<file path="config.mk">
export PLATFORM = sky130hd
export DESIGN_NAME = card_detect_debounce_power_top_flat
export DESIGN_NICKNAME = d
export VERILOG_FILES = /design/src/cdd_pkg.sv /design/src/cdd_ifs.sv /design/src/cdd_step.sv /design/src/card_detect_debounce_power_top.sv /design/src/flat_wrapper.sv
export SDC_FILE = /design/constraint.sdc
export NUM_CORES = 1
export LEC_CHECK = 0
export BUFFER_PORTS_ARGS = -buffer_cell sky130_fd_sc_hd__buf_2
export CAP_MARGIN = 40
export CORE_UTILIZATION = 45
export CTS_BUF_LIST = sky130_fd_sc_hd__clkbuf_8
export DETAILED_ROUTE_END_ITERATION = 10
export SLEW_MARGIN = 20
export SYNTH_ARGS = -nofsm -noshare
export SYNTH_HDL_FRONTEND = slang
export SYNTH_SLANG_ARGS = --single-unit
</file>
<file path="constraint.sdc">
create_clock -name clk -period 3.6 [get_ports clk]
set_clock_uncertainty 0.2 [all_clocks]
set_input_delay 0.72 -clock clk [delete_from_list [all_inputs] [get_ports clk]]
set_output_delay 0.72 -clock clk [all_outputs]
set_load 0.05 [all_outputs]
</file>
<file path="src/cdd_pkg.sv">
// Package for the card-detect debouncer: event kinds, debounce-state codes,
// the state record and the register limits. No dependencies.
`default_nettype none

package cdd_pkg;

    localparam int unsigned KIND_W     = 2;
    localparam int unsigned PENDING_W  = 2;
    localparam int unsigned DEBOUNCE_W = 9;

    // Register range and reset value, in millisecond ticks.
    localparam logic [15:0]           DEBOUNCE_MAX   = 16'd300;
    localparam logic [DEBOUNCE_W-1:0] DEBOUNCE_MIN   = 9'd1;
    localparam logic [DEBOUNCE_W-1:0] DEBOUNCE_RESET = 9'd50;

    typedef enum logic [KIND_W-1:0] {
        KIND_TICK    = 2'd0,
        KIND_CHANGE  = 2'd1,
        KIND_SUSPEND = 2'd2,
        KIND_RESUME  = 2'd3
    } kind_t;

    typedef enum logic [PENDING_W-1:0] {
        PEND_NONE   = 2'd0,
        PEND_INSERT = 2'd1,
        PEND_REMOVE = 2'd2
    } pending_t;

    typedef struct packed {
        logic                  card_powered;
        logic                  insert_waiting;
        logic                  remove_waiting;
        logic [DEBOUNCE_W-1:0] countdown;
        logic                  suspended;
    } cdd_state_t;

endpackage

`default_nettype wire

</file>
<file path="src/cdd_ifs.sv">
// Handshake interfaces of the card-detect debouncer: event items, status
// items and the debounce register write channel. Depends on cdd_pkg.
`default_nettype none

interface cdd_req_if;
    logic                       valid;
    logic                       ready;
    logic [cdd_pkg::KIND_W-1:0] kind;
    logic                       card_present;

    modport source (output valid, output kind, output card_present, input ready);
    modport sink (input valid, input kind, input card_present, output ready);
endinterface

interface cdd_rsp_if;
    logic                          valid;
    logic                          ready;
    logic                          power_enable;
    logic [cdd_pkg::PENDING_W-1:0] pending;
    logic                          asleep;

    modport source (output valid, output power_enable, output pending, output asleep,
                    input ready);
    modport sink (input valid, input power_enable, input pending, input asleep,
                  output ready);
endinterface

interface cdd_cfg_if;
    logic                           valid;
    logic                           ready;
    logic [cdd_pkg::DEBOUNCE_W-1:0] data;

    modport source (output valid, output data, input ready);
    modport sink (input valid, input data, output ready);
endinterface

`default_nettype wire

</file>
<file path="src/cdd_step.sv">
// Next-state logic of the card-detect debouncer for one event item.
// Purely combinational. Depends on cdd_pkg.
`default_nettype none

module cdd_step (
    input  wire cdd_pkg::cdd_state_t                cur_state,
    input  wire logic [cdd_pkg::KIND_W-1:0]         kind,
    input  wire logic                               card_present,
    input  wire logic [cdd_pkg::DEBOUNCE_W-1:0]     debounce_ms,
    output cdd_pkg::cdd_state_t                     nxt_state
);
    import cdd_pkg::*;

    logic [DEBOUNCE_W-1:0] count_dec;

    assign count_dec = (cur_state.countdown != '0) ? cur_state.countdown - 1'b1
                                                   : cur_state.countdown;

    always_comb
    begin
        nxt_state = cur_state;
        case (kind_t'(kind))
            KIND_TICK:
            begin
                if (!cur_state.suspended &&
                    (cur_state.insert_waiting || cur_state.remove_waiting))
                begin
                    if (count_dec != '0)
                    begin
                        nxt_state.countdown = count_dec;
                    end
                    else
                    begin
                        // Expiry: act only if the level still agrees.
                        if (cur_state.insert_waiting)
                        begin
                            if (card_present)
                                nxt_state.card_powered = 1'b1;
                        end
                        else if (!card_present)
                        begin
                            nxt_state.card_powered = 1'b0;
                        end
                        nxt_state.insert_waiting = 1'b0;
                        nxt_state.remove_waiting = 1'b0;
                        nxt_state.countdown      = '0;
                    end
                end
            end
            KIND_CHANGE:
            begin
                if (!cur_state.suspended)
                begin
                    if (card_present)
                    begin
                        if (nxt_state.remove_waiting)
                        begin
                            nxt_state.remove_waiting = 1'b0;
                            nxt_state.countdown      = '0;
                        end
                        if (!nxt_state.card_powered && !nxt_state.insert_waiting)
                        begin
                            nxt_state.countdown      = debounce_ms;
                            nxt_state.insert_waiting = 1'b1;
                        end
                    end
                    else
                    begin
                        if (nxt_state.insert_waiting)
                        begin
                            nxt_state.insert_waiting = 1'b0;
                            nxt_state.countdown      = '0;
                        end
                        if (nxt_state.card_powered && !nxt_state.remove_waiting)
                        begin
                            nxt_state.countdown      = debounce_ms;
                            nxt_state.remove_waiting = 1'b1;
                        end
                    end
                end
            end
            KIND_SUSPEND:
            begin
                nxt_state.insert_waiting = 1'b0;
                nxt_state.remove_waiting = 1'b0;
                nxt_state.countdown      = '0;
                nxt_state.card_powered   = 1'b0;
                nxt_state.suspended      = 1'b1;
            end
            KIND_RESUME:
            begin
                if (cur_state.suspended)
                begin
                    nxt_state.suspended      = 1'b0;
                    nxt_state.insert_waiting = 1'b0;
                    nxt_state.remove_waiting = 1'b0;
                    nxt_state.countdown      = '0;
                    nxt_state.card_powered   = card_present;
                end
            end
            default:
            begin
                nxt_state = cur_state;
            end
        endcase
    end

endmodule

`default_nettype wire

</file>
<file path="src/card_detect_debounce_power_top.sv">
// Top level of the card-detect debouncer with card power control.
// Depends on cdd_pkg, cdd_ifs (interfaces) and cdd_step.
//
// Usage:
//   req carries event items: kind (tick of one millisecond, detect change,
//   suspend, resume) and the sampled card_present level. rsp returns one
//   status item per event: power_enable, pending and asleep as they stand
//   after that event. cfg writes the debounce time in ticks; values outside
//   1 to 300 are dropped. Write it only while no item is in flight.
//   Path: an item accepted on req is captured in the input register, then
//   updates the state register and is offered on rsp from that register.
//   Throughput: one item per cycle while rsp is taken; the state update is
//   one level of flag and 9-bit countdown logic between the input register
//   and the state register, which doubles as the result register.
//   Reset: power off, no debounce pending, awake, debounce time 50 ticks.
//   Stall: while rsp is not taken the update stage holds; req stays ready
//   until the input register is also occupied.
`default_nettype none

module card_detect_debounce_power_top (
    input  wire logic clk,
    input  wire logic rst_n,
    cdd_req_if.sink   req,
    cdd_rsp_if.source rsp,
    cdd_cfg_if.sink   cfg
);
    import cdd_pkg::*;

    logic                  in_valid_reg;
    logic [KIND_W-1:0]     in_kind_reg;
    logic                  in_present_reg;
    logic                  out_valid_reg;
    cdd_state_t            st_reg;
    cdd_state_t            st_next;
    logic [DEBOUNCE_W-1:0] debounce_reg;
    logic                  advance;
    logic                  cfg_in_range;

    // The update stage moves when it holds an item and the result slot frees up.
    assign advance   = in_valid_reg && (!out_valid_reg || rsp.ready);
    assign req.ready = !in_valid_reg || advance;
    assign cfg.ready = 1'b1;

    assign cfg_in_range = (cfg.data >= DEBOUNCE_MIN) &&
                          ({7'd0, cfg.data} <= DEBOUNCE_MAX);

    always_ff @(posedge clk or negedge rst_n)
    begin
        if (!rst_n)
            debounce_reg <= DEBOUNCE_RESET;
        else if (cfg.valid && cfg_in_range)
            debounce_reg <= cfg.data;
    end

    always_ff @(posedge clk or negedge rst_n)
    begin
        if (!rst_n)
            in_valid_reg <= 1'b0;
        else if (req.ready)
            in_valid_reg <= req.valid;
    end

    always_ff @(posedge clk)
    begin
        if (req.valid && req.ready)
        begin
            in_kind_reg    <= req.kind;
            in_present_reg <= req.card_present;
        end
    end

    cdd_step u_step (
        .cur_state    (st_reg),
        .kind         (in_kind_reg),
        .card_present (in_present_reg),
        .debounce_ms  (debounce_reg),
        .nxt_state    (st_next)
    );

    // The state only changes when a new result is loaded, so the state
    // register also serves as the result register.
    always_ff @(posedge clk or negedge rst_n)
    begin
        if (!rst_n)
        begin
            st_reg        <= '0;
            out_valid_reg <= 1'b0;
        end
        else
        begin
            if (advance)
                st_reg <= st_next;
            if (advance)
                out_valid_reg <= 1'b1;
            else if (rsp.ready)
                out_valid_reg <= 1'b0;
        end
    end

    assign rsp.valid        = out_valid_reg;
    assign rsp.power_enable = st_reg.card_powered;
    assign rsp.pending      = st_reg.insert_waiting ? PEND_INSERT :
                              (st_reg.remove_waiting ? PEND_REMOVE : PEND_NONE);
    assign rsp.asleep       = st_reg.suspended;

    a_one_pending: assert property (@(posedge clk) disable iff (!rst_n)
        !(st_reg.insert_waiting && st_reg.remove_waiting))
        else $error("insert and remove debounce pending together");

    a_asleep_quiet: assert property (@(posedge clk) disable iff (!rst_n)
        st_reg.suspended |-> (!st_reg.card_powered && !st_reg.insert_waiting &&
                              !st_reg.remove_waiting))
        else $error("suspended with power or debounce active");

    a_count_live: assert property (@(posedge clk) disable iff (!rst_n)
        (st_reg.insert_waiting || st_reg.remove_waiting) |-> (st_reg.countdown != '0))
        else $error("debounce pending with countdown at zero");

    a_debounce_range: assert property (@(posedge clk) disable iff (!rst_n)
        (debounce_reg >= DEBOUNCE_MIN) && ({7'd0, debounce_reg} <= DEBOUNCE_MAX))
        else $error("debounce time out of range");

    a_result_hold: assert property (@(posedge clk) disable iff (!rst_n)
        (out_valid_reg && !rsp.ready) |=> $stable(st_reg))
        else $error("state changed while result stalled");

endmodule

`default_nettype wire
</file>
<file path="src/flat_wrapper.sv">
// flat-port wrapper written by rule: the top's interface ports become plain ports
module card_detect_debounce_power_top_flat import cdd_pkg::*;
  (clk, rst_n, req_valid, req_kind, req_card_present, req_ready, rsp_valid, rsp_power_enable, rsp_pending, rsp_asleep, rsp_ready, cfg_valid, cfg_data, cfg_ready);
  cdd_req_if req_i ();
  cdd_rsp_if rsp_i ();
  cdd_cfg_if cfg_i ();
  input  wire logic clk;
  input  wire logic rst_n;
  input wire logic [$bits(req_i.valid)-1:0] req_valid;
  input wire logic [$bits(req_i.kind)-1:0] req_kind;
  input wire logic [$bits(req_i.card_present)-1:0] req_card_present;
  output wire logic [$bits(req_i.ready)-1:0] req_ready;
  output wire logic [$bits(rsp_i.valid)-1:0] rsp_valid;
  output wire logic [$bits(rsp_i.power_enable)-1:0] rsp_power_enable;
  output wire logic [$bits(rsp_i.pending)-1:0] rsp_pending;
  output wire logic [$bits(rsp_i.asleep)-1:0] rsp_asleep;
  input wire logic [$bits(rsp_i.ready)-1:0] rsp_ready;
  input wire logic [$bits(cfg_i.valid)-1:0] cfg_valid;
  input wire logic [$bits(cfg_i.data)-1:0] cfg_data;
  output wire logic [$bits(cfg_i.ready)-1:0] cfg_ready;
  assign req_i.valid = req_valid;
  assign req_i.kind = req_kind;
  assign req_i.card_present = req_card_present;
  assign req_ready = req_i.ready;
  assign rsp_valid = rsp_i.valid;
  assign rsp_power_enable = rsp_i.power_enable;
  assign rsp_pending = rsp_i.pending;
  assign rsp_asleep = rsp_i.asleep;
  assign rsp_i.ready = rsp_ready;
  assign cfg_i.valid = cfg_valid;
  assign cfg_i.data = cfg_data;
  assign cfg_ready = cfg_i.ready;
  card_detect_debounce_power_top u_core (.clk(clk), .rst_n(rst_n), .req(req_i), .rsp(rsp_i), .cfg(cfg_i));
endmodule
</file>
==> flow_summary.json <==
{
  "die_y_um": 64.5,
  "grt_pass1_wl_mm": 6.86,
  "drive_gt1_share_pct": 23.9,
  "avgSynthCellArea_um2": 9.16,
  "worstPathMaxFanout": 8,
  "cts_tree": "done",
  "htree_levels": 1,
  "power_mw": 1.42,
  "synth_area_leaders": "dfrtp_1, mux2_2, edfxtp_1",
  "drv_cap": 0,
  "first_pass_iters": 4,
  "rsz0062_at_grt": "no",
  "die_w_um": 64.5,
  "drv_slew": 0,
  "status": "complete, no violations",
  "synthMostInstantiatedCell": "dfrtp_1",
  "worstSetupPathType": "flip-flop to flip-flop",
  "syn_area_um2": 1760,
  "rows": 22,
  "peakVddDrop_uv": 270,
  "routed_wirelength_mm": 3.78,
  "place_ws_ns": 0.718,
  "viasPerCell": 5.99,
  "crit_path_start": "u_core.st_reg[1]",
  "antenna_found_initial": 0,
  "ys.flop_type": "dfrtp_1",
  "port_buffers": 22,
  "synth-warning-count": 0,
  "worstPathArrival_ns": 2.89,
  "clkLatencyLatePin_ns": 0.27,
  "synthDistinctLibCells": 56,
  "synth_top_cell_by_area": "dfrtp_1",
  "tns_ns": 0,
  "n_antenna_cell": 0,
  "first_global_vias": 1464,
  "ff2ff_path_depth": 8,
  "clkSlewWorstSetupHoldPaths_ns": 0.09,
  "ys_seq_area_share_pct": 39.5,
  "yosys-top-cells-count": "dfrtp_1, nor2_1, nand2_1",
  "initial_core_util_pct": 47.3,
  "start_kind": "flip-flop",
  "holdWs_ns": 0.216,
  "max_freq_mhz": 342,
  "track_usage_pct": 20.9,
  "core_um2": 3720,
  "end_kind": "flip-flop",
  "final_cell_area_um2": 1890,
  "ys_ff_latch": 27,
  "grt_max_degree": 25,
  "relSlewSlack_pct": 45.1,
  "ant_nets": 0,
  "gp_congestion": 0.864,
  "holdBufCountCts": 0,
  "setup_ws_ns": 0.677,
  "final.period_utilization_pct": 81.2,
  "layout_min_cycle_time_ns": 2.92,
  "area_delta_synth_final_pct": 7.61,
  "postCtsResizedCells": 0,
  "power.density_nw_per_um2": 748,
  "critPathRequiredTime_ns": 3.57,
  "fin_nets": 225,
  "io_pins": 24,
  "worstReg2RegStart": "u_core.st_reg[1]",
  "drt_iter0_drc": 197,
  "synth_edf_count": 3,
  "clk_path_buf_depth": 2,
  "leakage_nw": 0.784,
  "crit_chain": "inv_1 -> ha_1 -> or3b_1 -> o21a_1 -> nor4_2 -> nand4_1 -> a211oi_1 -> mux2_2",
  "cp_slowest_cell": "or3b_1",
  "cts_setup_buffers": 0,
  "hold_class": "input port to async pin",
  "cts_root_buffer": "clkbuf_8",
  "clkSinkCount": 27,
  "dp_hpwl_mm": 2.83,
  "max_stage_delay_ns": 0.51,
  "async_reset_ff_share_pct": 88.9,
  "dpl_cell_area_um2": 1850,
  "cts_buffers": 3,
  "syn_inst": 192,
  "dieArea_um2": 4160,
  "grt.overflow.total": 0,
  "largest_register_ffs": 11,
  "setup_viol": 0,
  "synth_top_area_share_pct": 29.9,
  "vias": 1516,
  "syn_nets": 211,
  "drc": 0,
  "finalHoldViolCount": 0,
  "tightest_slew_ns": 0.823,
  "wl_per_cell_um": 14.9
}
per-stage QoR:
stage,instances,utilization (%)
3_3_place_gp,249,49.7
6_report,253,50.9
4_1_cts,253,50.9
2_1_floorplan,192,-
3_5_place_dp,249,49.7
5_1_grt,253,50.9
critical path: cells and delay by family, from the launching register on:
kind	cells	cell delay, ns
multiplexers	1	0.36
adder cells (fa/ha/maj)	1	0.28
buffers and inverters	1	0.11
flip-flops	1	0.45
AO/OA/AOI/OAI	2	0.52
AND/OR/NAND/NOR	3	0.90
final cells by class:
type | count | area [µm²]
Inverter | 8 | 30.0
Tap cell | 48 | 60.1
Clock inverter | 1 | 5.00
Sequential cell | 27 | 694
Timing Repair Buffer | 22 | 110
Multi-Input combinational cell | 144 | 952
Clock buffer | 3 | 41.3
Fill cell | 365 | 1820
cells by family after synthesis:
family          count (synthesis)  synth area share [%]
fa+ha+maj                       2                  1.42
simple gates                   83                  26.6
other cells                     1                 0.213
xor+xnor                        1                 0.498
flops                          27                  39.5
compound gates                 45                  17.9
buf+inv                        21                  6.40
mux                            12                  7.54
metal layers:
layer | vias up | global-route usage [%] | share of wire, %
li1 | 736 | - | -
met1 | 727 | 31.8 | 50
met2 | 48 | 31.4 | 45
met3 | 5 | 2.82 | 4.3
met4 | 0 | 4.72 | 0.82
met5 | - | 0 | 0
final timing paths:
kind	endpoint	slack, ns
hold / removal	u_core.debounce_reg[3]	0.22
max in group asynchronous	u_core.debounce_reg[5]	2.62
hold reg to reg	u_core.debounce_reg[0]	0.34
setup reg to reg	u_core.rsp.power_enable	0.68
setup / recovery	u_core.rsp.power_enable	0.68
min in group clk	u_core.debounce_reg[0]	0.34
placed cells by master (no fill, tap or decap), drive strengths merged, types with 3 or more instances in the layout:
| cell type | count |
|---|---|
| buf | 22 |
| dfrtp | 21 |
| nor2 | 18 |
| nand2 | 13 |
| mux2 | 10 |
| o21ai | 10 |
| inv | 8 |
| nand3 | 7 |
| nor4 | 7 |
| a21oi | 7 |
| nor3 | 6 |
| nand2b | 4 |
| o31ai | 4 |
| and3 | 4 |
| or3 | 4 |
| or2 | 3 |
| nor4b | 3 |
| clkbuf | 3 |
| dfstp | 3 |
| edfxtp | 3 |
where the power goes:
group	internal, mW	total [mW]	switching [mW]
registers	0.397	0.541	0.144
logic	0.285	0.703	0.418
clock network	0.0776	0.172	0.0946
total	0.760	1.42	0.656
(Power assumes the default switching activity.)
